### config.mk
export PLATFORM = sky130hd
export DESIGN_NAME = imu_complementary_tilt_filter_top
export DESIGN_NICKNAME = d
export VERILOG_FILES = /design/src/rtl/ictf_pkg.sv /design/src/rtl/ictf_cordic.sv /design/src/rtl/ictf_serial_mac.sv /design/src/rtl/imu_complementary_tilt_filter_top.sv
export SDC_FILE = /design/constraint.sdc
export NUM_CORES = 2
export LEC_CHECK = 0
export BUFFER_PORTS_ARGS = -buffer_cell sky130_fd_sc_hd__buf_2
export CAP_MARGIN = 20
export CORE_UTILIZATION = 60
export CTS_CLUSTER_SIZE = 12
export DETAILED_ROUTE_END_ITERATION = 10
export GPL_TIMING_DRIVEN = 0
export HOLD_SLACK_MARGIN = 0.06
export PLACE_DENSITY = 0.77
export SYNTH_ARGS = -nofsm -noshare
export SYNTH_HDL_FRONTEND = slang
export SYNTH_HIERARCHICAL = 1
export SYNTH_SLANG_ARGS = --single-unit
### constraint.sdc
create_clock -name clk -period 16.5 [get_ports clk]
set_clock_uncertainty 0.05 [all_clocks]
set_input_delay 3.3 -clock clk [delete_from_list [all_inputs] [get_ports clk]]
set_output_delay 3.3 -clock clk [all_outputs]
set_load 0.02 [all_outputs]
### src/rtl/ictf_pkg.sv
`default_nettype none
package ictf_pkg;

  localparam int unsigned TableLen    = 24;
  localparam int unsigned DefSteps    = 16;
  localparam logic [15:0] AlphaReset  = 16'd64225;
  localparam logic [15:0] PeriodReset = 16'd655;
  localparam logic signed [33:0] PiQ30 = 34'sd3373259426;

  // Register indexes on the configuration port.
  localparam logic RegAlpha  = 1'b0;
  localparam logic RegPeriod = 1'b1;

  // Item kinds.
  localparam logic KindSample = 1'b0;
  localparam logic KindTick   = 1'b1;

  // Truncated arctangent table, Q30 radians.
  function automatic logic signed [33:0] atan_q30(input logic [4:0] i);
    logic signed [33:0] r;
    unique case (i)
      5'd0:  r = 34'sh3243F6A8;
      5'd1:  r = 34'sh1DAC6705;
      5'd2:  r = 34'sh0FADBAFC;
      5'd3:  r = 34'sh07F56EA6;
      5'd4:  r = 34'sh03FEAB76;
      5'd5:  r = 34'sh01FFD55B;
      5'd6:  r = 34'sh00FFFAAA;
      5'd7:  r = 34'sh007FFF55;
      5'd8:  r = 34'sh003FFFEA;
      5'd9:  r = 34'sh001FFFFD;
      5'd10: r = 34'sh000FFFFF;
      5'd11: r = 34'sh0007FFFF;
      5'd12: r = 34'sh0003FFFF;
      5'd13: r = 34'sh0001FFFF;
      5'd14: r = 34'sh0000FFFF;
      5'd15: r = 34'sh00007FFF;
      5'd16: r = 34'sh00003FFF;
      5'd17: r = 34'sh00001FFF;
      5'd18: r = 34'sh00000FFF;
      5'd19: r = 34'sh000007FF;
      5'd20: r = 34'sh000003FF;
      5'd21: r = 34'sh000001FF;
      5'd22: r = 34'sh000000FF;
      5'd23: r = 34'sh0000007F;
      default: r = '0;
    endcase
    return r;
  endfunction

endpackage
`default_nettype wire

### src/rtl/ictf_cordic.sv
`default_nettype none
// Vectoring CORDIC: one micro-rotation per cycle, result rounded to 2^-13 rad.
module ictf_cordic #(
  parameter int unsigned STEPS = ictf_pkg::DefSteps
) (
  input  wire logic               clk,
  input  wire logic               rst,
  input  wire logic               start,
  input  wire logic signed [15:0] y_in,
  input  wire logic signed [15:0] x_in,
  output logic                    done,
  output logic signed [15:0]      angle
);
  import ictf_pkg::*;

  localparam int unsigned NSteps = (STEPS > TableLen) ? TableLen : STEPS;

  logic signed [33:0] x, y, z;
  logic [4:0]         step;
  logic               busy;
  logic signed [33:0] xs, ys, zr;

  assign xs = x >>> step;
  assign ys = y >>> step;
  // Add half and floor to 2^-13; the result fits 16 bits.
  assign zr = (z + 34'sd65536) >>> 17;
  // The angle follows the accumulator, so it is valid while done is high.
  assign angle = zr[15:0];

  // Set up the quadrant, or finish with a zero angle for a zero vector; then rotate until the step count runs out.
  always_ff @(posedge clk) begin
    if (rst) begin
      busy <= 1'b0;
      step <= '0;
      done <= 1'b0;
    end else if (start) begin
      step <= '0;
      if (x_in == 16'sd0 && y_in == 16'sd0) begin
        busy <= 1'b0;
        done <= 1'b1;
        z    <= '0;
      end else begin
        busy <= 1'b1;
        done <= 1'b0;
        if (x_in < 0) begin
          z <= (y_in >= 0) ? PiQ30 : -PiQ30;
          x <= -(34'(x_in) <<< 14);
          y <= -(34'(y_in) <<< 14);
        end else begin
          z <= '0;
          x <= 34'(x_in) <<< 14;
          y <= 34'(y_in) <<< 14;
        end
      end
    end else if (busy) begin
      if (y > 0) begin
        x <= x + ys;
        y <= y - xs;
        z <= z + atan_q30(step);
      end else begin
        x <= x - ys;
        y <= y + xs;
        z <= z - atan_q30(step);
      end
      if (step == 5'(NSteps - 1)) begin
        busy <= 1'b0;
        done <= 1'b1;
      end else begin
        done <= 1'b0;
      end
      step <= step + 5'd1;
    end else begin
      done <= 1'b0;
    end
  end

endmodule
`default_nettype wire

### src/rtl/ictf_serial_mac.sv
`default_nettype none
// Shift-and-add multiplier: one bit of the unsigned multiplier per cycle.
module ictf_serial_mac (
  input  wire logic               clk,
  input  wire logic               rst,
  input  wire logic               start,
  input  wire logic signed [47:0] mcand,
  input  wire logic [16:0]        mplier,
  output logic                    done,
  output logic signed [64:0]      product
);
  logic signed [64:0] acc;
  logic signed [64:0] sh;
  logic [16:0]        bits;
  logic [4:0]         cnt;
  logic               busy;

  always_ff @(posedge clk) begin
    if (rst) begin
      busy <= 1'b0;
      cnt  <= '0;
      done <= 1'b0;
    end else if (start) begin
      busy <= 1'b1;
      done <= 1'b0;
      acc  <= '0;
      sh   <= 65'(mcand);
      bits <= mplier;
      cnt  <= '0;
    end else if (busy) begin
      if (bits[0]) acc <= acc + sh;
      sh   <= sh <<< 1;
      bits <= bits >> 1;
      cnt  <= cnt + 5'd1;
      if (cnt == 5'd16) begin
        busy <= 1'b0;
        done <= 1'b1;
      end else begin
        done <= 1'b0;
      end
    end else begin
      done <= 1'b0;
    end
  end

  assign product = acc;

endmodule
`default_nettype wire

### src/rtl/imu_complementary_tilt_filter_top.sv
`default_nettype none
// Channel   | Direction | Handshake          | Payload
// in        | input     | in_valid/in_stall  | kind, accel_x/y/z, gyro_x/y
// out       | output    | out_valid/out_stall| roll, pitch
// cfg       | input     | cfg_valid/cfg_ready| cfg_index, cfg_data
// A sample item is worked as roll then pitch, each a
// CORDIC pass followed by two serial multiplies and their hand-offs.
// A tick item loads the angles into the output register if a sample has updated them since the last result.
// Input is stalled while a sample is in work or a result waits.
// rst is synchronous; it restores register defaults and zero angles.
module imu_complementary_tilt_filter_top #(
  parameter int unsigned CORDIC_STEPS = ictf_pkg::DefSteps
) (
  input  wire logic               clk,
  input  wire logic               rst,
  input  wire logic               in_valid,
  output logic                    in_stall,
  input  wire logic               kind,
  input  wire logic signed [15:0] accel_x,
  input  wire logic signed [15:0] accel_y,
  input  wire logic signed [15:0] accel_z,
  input  wire logic signed [15:0] gyro_x,
  input  wire logic signed [15:0] gyro_y,
  output logic                    out_valid,
  input  wire logic               out_stall,
  output logic signed [15:0]      roll,
  output logic signed [15:0]      pitch,
  input  wire logic               cfg_valid,
  output logic                    cfg_ready,
  input  wire logic               cfg_index,
  input  wire logic [15:0]        cfg_data
);
  import ictf_pkg::*;

  typedef enum logic [6:0] {
    S_IDLE  = 7'b0000001,
    S_CORD  = 7'b0000010,
    S_MUL_A = 7'b0000100,
    S_MUL_B = 7'b0001000,
    S_WAIT  = 7'b0010000,
    S_SUM   = 7'b0100000,
    S_NEXT  = 7'b1000000
  } state_t;

  state_t state;
  logic [15:0] alpha, period;
  logic signed [15:0] roll_angle, pitch_angle;
  logic fresh_flag;
  logic axis;                  // 0 roll, 1 pitch
  logic signed [15:0] ax, ay, az, gx, gy;
  logic signed [15:0] acc_ang;
  logic signed [64:0] part_a;

  logic in_acc;
  logic cord_start, cord_done;
  logic signed [15:0] cord_y, cord_ang;
  logic mul_start, mul_done;
  logic signed [47:0] mul_cand;
  logic [16:0] mul_plier;
  logic signed [64:0] mul_prod;
  logic signed [64:0] total, rounded;
  logic signed [15:0] nax, cur_angle, cur_rate, sat;

  assign cfg_ready = 1'b1;
  assign in_stall  = (state != S_IDLE) || out_valid;
  assign in_acc    = in_valid && !in_stall;

  assign nax       = (ax == -16'sd32768) ? 16'sd32767 : -ax;
  assign cord_y    = axis ? nax : ay;
  assign cur_angle = axis ? pitch_angle : roll_angle;
  assign cur_rate  = axis ? gy : gx;

  // The first multiply forms alpha*(angle*2^14 + rate*dt); the second
  // (1-alpha)*acc*2^14. The multiplier takes its operands in the cycle
  // after the start request.
  always_comb begin
    if (state == S_MUL_A) begin
      mul_cand  = (48'(cur_angle) <<< 14) + 48'(cur_rate) * $signed({1'b0, period});
      mul_plier = {1'b0, alpha};
    end else begin
      mul_cand  = 48'(acc_ang) <<< 14;
      mul_plier = 17'h10000 - {1'b0, alpha};
    end
  end

  assign total   = part_a + mul_prod;
  assign rounded = (total + (65'sd1 <<< 29)) >>> 30;
  assign sat     = (rounded > 65'sd32767) ? 16'sh7FFF :
                   (rounded < -65'sd32768) ? 16'sh8000 : rounded[15:0];

  ictf_cordic #(.STEPS(CORDIC_STEPS)) u_cordic (
    .clk, .rst, .start(cord_start), .y_in(cord_y), .x_in(az),
    .done(cord_done), .angle(cord_ang)
  );

  ictf_serial_mac u_mac (
    .clk, .rst, .start(mul_start), .mcand(mul_cand), .mplier(mul_plier),
    .done(mul_done), .product(mul_prod)
  );

  // Configuration writes.
  always_ff @(posedge clk) begin
    if (rst) begin
      alpha  <= AlphaReset;
      period <= PeriodReset;
    end else if (cfg_valid) begin
      if (cfg_index == RegAlpha) alpha <= cfg_data;
      else period <= cfg_data;
    end
  end

  // Sequencer over both axes.
  always_ff @(posedge clk) begin
    if (rst) begin
      state       <= S_IDLE;
      roll_angle  <= '0;
      pitch_angle <= '0;
      fresh_flag  <= 1'b0;
      out_valid   <= 1'b0;
      axis        <= 1'b0;
      cord_start  <= 1'b0;
      mul_start   <= 1'b0;
    end else begin
      if (out_valid && !out_stall) out_valid <= 1'b0;
      unique case (state)
        S_IDLE: begin
          mul_start  <= 1'b0;
          cord_start <= in_acc && (kind == KindSample);
          if (in_acc) begin
            if (kind == KindSample) begin
              ax <= accel_x; ay <= accel_y; az <= accel_z;
              gx <= gyro_x;  gy <= gyro_y;
              axis <= 1'b0;
              state <= S_CORD;
            end else if (fresh_flag) begin
              roll  <= roll_angle;
              pitch <= pitch_angle;
              out_valid <= 1'b1;
              fresh_flag <= 1'b0;
            end
          end
        end
        S_CORD: begin
          cord_start <= 1'b0;
          mul_start  <= cord_done;
          if (cord_done) begin
            acc_ang   <= cord_ang;
            state     <= S_MUL_A;
          end
        end
        S_MUL_A: begin
          cord_start <= 1'b0;
          mul_start  <= 1'b0;
          if (mul_done) begin
            part_a <= mul_prod;
            state  <= S_MUL_B;
          end
        end
        S_MUL_B: begin
          cord_start <= 1'b0;
          mul_start  <= 1'b1;
          state      <= S_WAIT;
        end
        S_WAIT: begin
          cord_start <= 1'b0;
          mul_start  <= 1'b0;
          if (mul_done) state <= S_SUM;
        end
        S_SUM: begin
          cord_start <= 1'b0;
          mul_start  <= 1'b0;
          if (axis) begin
            pitch_angle <= sat;
            fresh_flag  <= 1'b1;
            state       <= S_IDLE;
          end else begin
            roll_angle <= sat;
            state      <= S_NEXT;
          end
        end
        S_NEXT: begin
          axis       <= 1'b1;
          cord_start <= 1'b1;
          mul_start  <= 1'b0;
          state      <= S_CORD;
        end
        default: begin
          cord_start <= 1'b0;
          mul_start  <= 1'b0;
          state      <= S_IDLE;
        end
      endcase
    end
  end

endmodule
`default_nettype wire

# Word-level counts from Yosys, hierarchy flattened
# Memories as Yosys holds them, arrays and structs flattened. A register that Yosys moved wholly into a read port is not among the register bits.
# Index checks and enable logic that the tools add are counted.
[classes] n_addsub=17 n_mul=1 n_lt_le_gt_ge=5 eq_ne=19 n_shift=2 muxes=75 n_bitwise=5 reduce_logical=32
[ops] operator="34-bit 2-to-1 mux" n=24
[ops] operator="65-bit 2-to-1 mux" n=4
[ops] operator="65-bit adder" n=2
[ops] operator="34-bit adder" n=3
[ops] operator="34-bit subtractor" n=3
[ops] operator="16-bit 2-to-1 mux" n=6
[ops] operator="30-bit negator with 34-bit output" n=2
[ops] operator="34-bit by 5-bit >>> shifter with 34-bit output" n=2
[ops] operator="65-bit by 31-bit adder with 65-bit output, second input constant" n=1
[ops] operator="17-bit 2-to-1 mux" n=3
[ops] operator="7-bit case mux with 7 select lines" n=1
[ops] operator="48-bit 2-to-1 mux" n=1
[ops] operator="7-bit 2-to-1 mux" n=6
[ops] operator="35-bit by 16-bit greater-than comparator with 1-bit output, second input constant" n=1
[ops] operator="35-bit by 16-bit < comparator with 1-bit output, second input constant" n=1
[ops] operator="30-bit by 33-bit adder with 34-bit output" n=1
[ops] operator="34-bit by 1-bit greater-than comparator with 1-bit output, second input constant" n=1
[ops] operator="33-bit by 18-bit adder with 33-bit output, second input constant" n=1
[ops] operator="16-bit by 17-bit multiplier with 33-bit output" n=1
[ops] operator="16-bit zero test" n=2
[ops] operator="1-bit 2-to-1 mux" n=22
[ops] operator="5-bit 2-to-1 mux" n=4
[ops] operator="17-bit by 16-bit subtractor with 17-bit output, first input constant" n=1
[ops] operator="16-bit equality test, second input constant" n=1
[ops] operator="other kinds (28)" n=62
[totals] reg_bits=532 mem_bits_ro=1920 wordCells=189 memories=2
[mem_list] name="(no name shown)" depth=32 width=30 read_ports=1 rd_clocked_by_memory_dff=1 write_ports=0 line_no="ictf_pkg.sv:21" source="unique case (i)"
[mem_list] name="(no name shown)" depth=32 width=30 read_ports=1 rd_clocked_by_memory_dff=1 write_ports=0 line_no="ictf_pkg.sv:21"

# Longest topological paths before layout
[logic_depth] depth_word=9 depth_mapped=32 ltp_nobuf=29

# Hierarchy
# Netlist, hierarchy kept.
[modules_own_cells] module="imu_complementary_tilt_filter_top" n_inst=1 cells_per_inst=2393 area_per_inst_um2=23750.3 seq_area_each_um2=7317.0
[modules_own_cells] module="ictf_cordic" n_inst=1 cells_per_inst=2078 area_per_inst_um2=17984.7 seq_area_each_um2=3773.6
[modules_own_cells] module="ictf_serial_mac" n_inst=1 cells_per_inst=972 area_per_inst_um2=9947.0 seq_area_each_um2=4554.4

# Worst setup path before layout
# OpenSTA, ideal clock, no wires.
[synth_timing] path_kind="input to register" from="input rst" to="register part_a[0], enable pin" setup_ns=0.581 arrival_time_ns=8.431 required_ns=15.869 slack_ns=7.437 path_stages=3 n_path_buf=2 path_cell_list="clkbuf_1 > clkbuf_1 > nor3b_1"
[synth_via] elab_chain_cells=2
[synth_rtl] element="start, declared" line_no="imu_complementary_tilt_filter_top.sv:15" source="input wire logic rst,"
[synth_rtl] element="1-bit inverter (no source line)"
[synth_rtl] element="3-bit AND reduction (no source line)"
[synth_rtl] element="end signal, assigned" line_no="imu_complementary_tilt_filter_top.sv:155" source="part_a <= mul_prod;"
[synth_rtl] element="end, declared" line_no="imu_complementary_tilt_filter_top.sv:52" source="logic signed [64:0] part_a;"
# Every way passes these cells.
# A chain may end at the register's enable or synchronous reset.

# Final worst setup path
[layout_timing] from="register axis" to="register u_mac.sh[58] (data pin)"
[layout_via] elab_chain_cells=5 word_cells_on_any_way=6 cone_classes="add/sub (1); mul (1); mux (4)"
[layout_rtl] element="start, declared" line_no="imu_complementary_tilt_filter_top.sv:49" source="logic axis;"
[layout_rtl] element="start signal, assigned" line_no="imu_complementary_tilt_filter_top.sv:120" source="axis <= 1'b0;"
[layout_rtl] element="start signal, assigned" line_no="imu_complementary_tilt_filter_top.sv:133" source="axis <= 1'b0;"
[layout_rtl] element="start signal, assigned" line_no="imu_complementary_tilt_filter_top.sv:182" source="axis <= 1'b1;"
[layout_rtl] element="16-bit 2-to-1 mux" line_no="imu_complementary_tilt_filter_top.sv:71" source="assign cur_rate = axis ? gy : gx;"
[layout_rtl] element="16-bit by 17-bit multiplier with 33-bit output" line_no="imu_complementary_tilt_filter_top.sv:78" source="mul_cand = (48'(cur_angle) <<< 14) + 48'(cur_rate) * $signed({1'b0, period});"
[layout_rtl] element="30-bit by 33-bit adder with 34-bit output *" line_no="imu_complementary_tilt_filter_top.sv:78"
[layout_rtl] element="48-bit 2-to-1 mux *" line_no="imu_complementary_tilt_filter_top.sv:77" source="if (state == S_MUL_A) begin"
[layout_rtl] element="65-bit 2-to-1 mux *" line_no="ictf_serial_mac.sv:23" source="end else if (start) begin"
[layout_rtl] element="end signal, assigned" line_no="ictf_serial_mac.sv:27" source="sh <= 65'(mcand);"
[layout_rtl] element="end signal, assigned" line_no="ictf_serial_mac.sv:32" source="sh <= sh <<< 1;"
[layout_rtl] element="end, declared" line_no="ictf_serial_mac.sv:13" source="logic signed [64:0] sh;"
# Mark *: on every way between the ends. The rest lies on a longest branch, timed or not.

==> results.md <==
- CTS tree: yes
- Outcome: finished clean
- Nets: 6413
- CP Max Fanout: 15
- # rows: about 110
- RSZ-0062 raised after global routing: false
- Worst Path Arrival: 11190 ps
- CP max-delay cell: mux2i_1
- RePlAce Congestion: 1.069
- CTS Root Cell: clkbuf_16
- Top cells by area, synth: edfxtp_1, ha_1, fa_1, dfxtp_1, mux4_2
- Clock Latency Late Sink: 650 ps
- Max-slew headroom: 0.2137
- Initial antenna violation count: 7
- Post_cts resized: 0
- Sequential area share after synthesis: 0.3027
- Vias in the first global route: 42800
- Syn Nets: 6187
- Leakage: 23.04 nW
- Top cell type's share of synthesized area: 0.2562
- CP Capture Type: flip-flop
- # IOs: 138
- WL per Instance: 23.93 um
- Initial Utilization: 0.6060
- CTS max path bufs: 3
- Iter 0 DRT Violations: 4579
- Setup violators final: 0
- Leading area contributor after synthesis: edfxtp_1
- Die W: 295.5 um
- Syn_area_per_cell: 9.495 um2
- Gr ovfl total: 0
- First-pass GRT wire length: 250.8 mm
- DP Cell Count: 6741
- Max rail drop VDD: about 0.17 mV
- Post-route DRC: 0
- Vias per Instance: between 6 and 7
- Post-CTS setup buffers: 0
- Max Slew Vio Count: 0
- Area grow syn2layout: 8.849%
- Final Non-Filler Cells: between 6000 and 7000
- Pwr/cell area: between 100 and 150 mW/mm2
- EDFF count, synth: 441
- Final hold viol count: 0
- Clock sink count: 561
- Layout cells sized above 1: 0.1050
- Mapped Cells: 5443
- Max Fclk: 0.09195 GHz
- H-tree lvl count: 3
- Post-DP HPWL: 129.5 mm
- Critical path's most frequent cell: fa_1
- Class of the most critical hold timing path: flip-flop to flip-flop
- DR pass1 iterations: 7
- TNS Setup: 0 ps
- Final ANT Viol Nets: 0
- Routed WL: 164.4 mm
- Pre-CTS setup slack: approximately 5800 ps
- Primary FF master, synth: edfxtp_1
- Required time of the critical path: 16820 ps
- Most common library cell in the layout ignoring fill and taps: nand2_1
- Most frequent cells in the layout: nand2_1, edfxtp_1, inv_1
- Critical Path Start Type: flip-flop
- Period minus WS final: roughly 11000 ps
- Critical Path Max Stage Delay: 710 ps
- Post-synthesis cell type count: approximately 120
- DIE HEIGHT: a little under 300 um
- Max-Cap Viols: 0
- Worst-path clk slew: 60 ps
- Tightest Pin Transition: 1179 ps
- DIE AREA: about 0.087 mm2
- TritonCTS buffer count: 67
- Largest net degree at the start of global routing: 66
- YS warnings: 6
- Hold_buf cts: 0
- WHS: about 410 ps
- FF+latch count, synth: 561
- Fin crit share: 0.6591
- Total number of vias: roughly 44000
- GR Util All Layers: 0.3769
- Final WS setup: 5624 ps
- Placeable Area: roughly 0.085 mm2
- # port buffers: 136
- CP Class: flip-flop to flip-flop
- Async set-reset flop share out of synthesis: 0
- Netlist Area Pre-Place: 0.05168 mm2
state kept, by name, indices dropped and copies added, names as in the netlist, 5 cells and up, named ones only:
| signal | count |
|---|---|
| alpha | 16 |
| u_mac/sh | 65 |
| u_cordic/step | 5 |
| ay | 16 |
| gx | 16 |
| u_mac/bits | 17 |
| part_a | 65 |
| u_mac/cnt | 5 |
| gy | 16 |
| roll_angle | 16 |
| roll | 16 |
| state | 7 |
| ax | 16 |
| u_cordic/y | 34 |
| acc_ang | 16 |
| pitch_angle | 16 |
| u_cordic/x | 34 |
| az | 16 |
| u_mac/product | 65 |
| period | 16 |
| u_cordic/z | 33 |
| pitch | 16 |
worst paths after layout:
check | start | depth (start not counted) | slack, ps | to
worst max register to register | axis$_SDFFE_PP0P_ | 31 | 5620 | u_mac/sh[58]$_DFFE_PP_
worst min-delay path | roll_angle[13]$_SDFFE_PP0P_ | 0 | 410 | roll[13]$_DFFE_PP_
worst max-delay path | axis$_SDFFE_PP0P_ | 31 | 5620 | u_mac/sh[58]$_DFFE_PP_
worst min register to register | roll_angle[13]$_SDFFE_PP0P_ | 0 | 410 | roll[13]$_DFFE_PP_
routing by layer:
layer  GRT usage  wire length [um]  up-vias
met4      0.1845              8708        2
met1      0.4879             65910    21420
li1            -                 -    20100
met2      0.6078             75220     2247
met5           0                10        -
met3     0.06924             14510      456
power by group:
group	internal, W	switching [W]	leakage [nW]
clock	0.000820	0.000623	1.03
sequential	0.00165	0.0000955	5.04
combinational	0.00126	0.00184	17.0
worst max-delay path, delay by kind of cell, from the launching register on:
| kind | cells | cell delay [ps] |
|---|---|---|
| muxes | 1 | 710 |
| buffers and inverters | 8 | 2780 |
| and+or+nand+nor | 3 | 610 |
| DFF | 1 | 300 |
| xor gates and xnor gates | 1 | 360 |
| adders and majority gates | 7 | 3630 |
| AOI/OAI and AO/OA | 11 | 2140 |
layout make-up:
class | instances | area (um2)
Inverter | 441 | 1658
Timing Repair Buffer | 157 | 1006
Buffer | 250 | 1119
Fill cell | 6993 | 29030
Tap cell | 1144 | 1431
Antenna cell | 1 | 2.502
Clock inverter | 26 | 210.2
Multi-Input combinational cell | 4191 | 33300
Clock buffer | 98 | 1888
Sequential cell | 561 | 15650
cell families after synthesis:
| logic type | Yosys count | synth area share |
|---|---|---|
| AND/OR/NAND/NOR | 1654 | 0.1573 |
| AO/OA/AOI/OAI | 1276 | 0.1614 |
| buffers and inverters | 691 | 0.05367 |
| adder cells (fa/ha/maj) | 641 | 0.1867 |
| flip-flops | 561 | 0.3027 |
| XOR/XNOR | 332 | 0.05641 |
| multiplexers | 287 | 0.08176 |
| other | 1 | 0.00007256 |
synthesized netlist by cell type (34+ instances only):
| library cell | n |
|---|---|
| nand2_1 | 534 |
| edfxtp_1 | 441 |
| inv_1 | 434 |
| ha_1 | 424 |
| nor2_1 | 367 |
| a21oi_1 | 357 |
| o21ai_0 | 246 |
| fa_1 | 217 |
| xnor2_1 | 179 |
| clkbuf_1 | 177 |
| xor2_1 | 152 |
| a21o_1 | 133 |
| dfxtp_1 | 120 |
| mux2_2 | 115 |
| nor2b_1 | 104 |
| and2_1 | 100 |
| nor3_1 | 99 |
| nand3_1 | 92 |
| mux4_2 | 90 |
| nand4_1 | 64 |
| mux2i_1 | 60 |
| a31oi_1 | 53 |
| nand2b_1 | 51 |
| o211ai_1 | 45 |
| o31ai_1 | 45 |
| o21bai_1 | 44 |
| a211oi_1 | 39 |
| or3_1 | 37 |
| o21a_1 | 35 |
| o21ai_1 | 35 |
| a221o_1 | 34 |
metrics by stage:
stage,power [W],area (um2),utilization
detailed placement,0.004780,54130,0.6347
CTS,0.006252,56230,0.6593
global route,0.006710,56260,0.6596
global placement,0.004731,53790,0.6308
finish,0.006293,56260,0.6596
floorplan,0.004024,51680,-
Note: power is estimated with default switching activity, not from simulation.
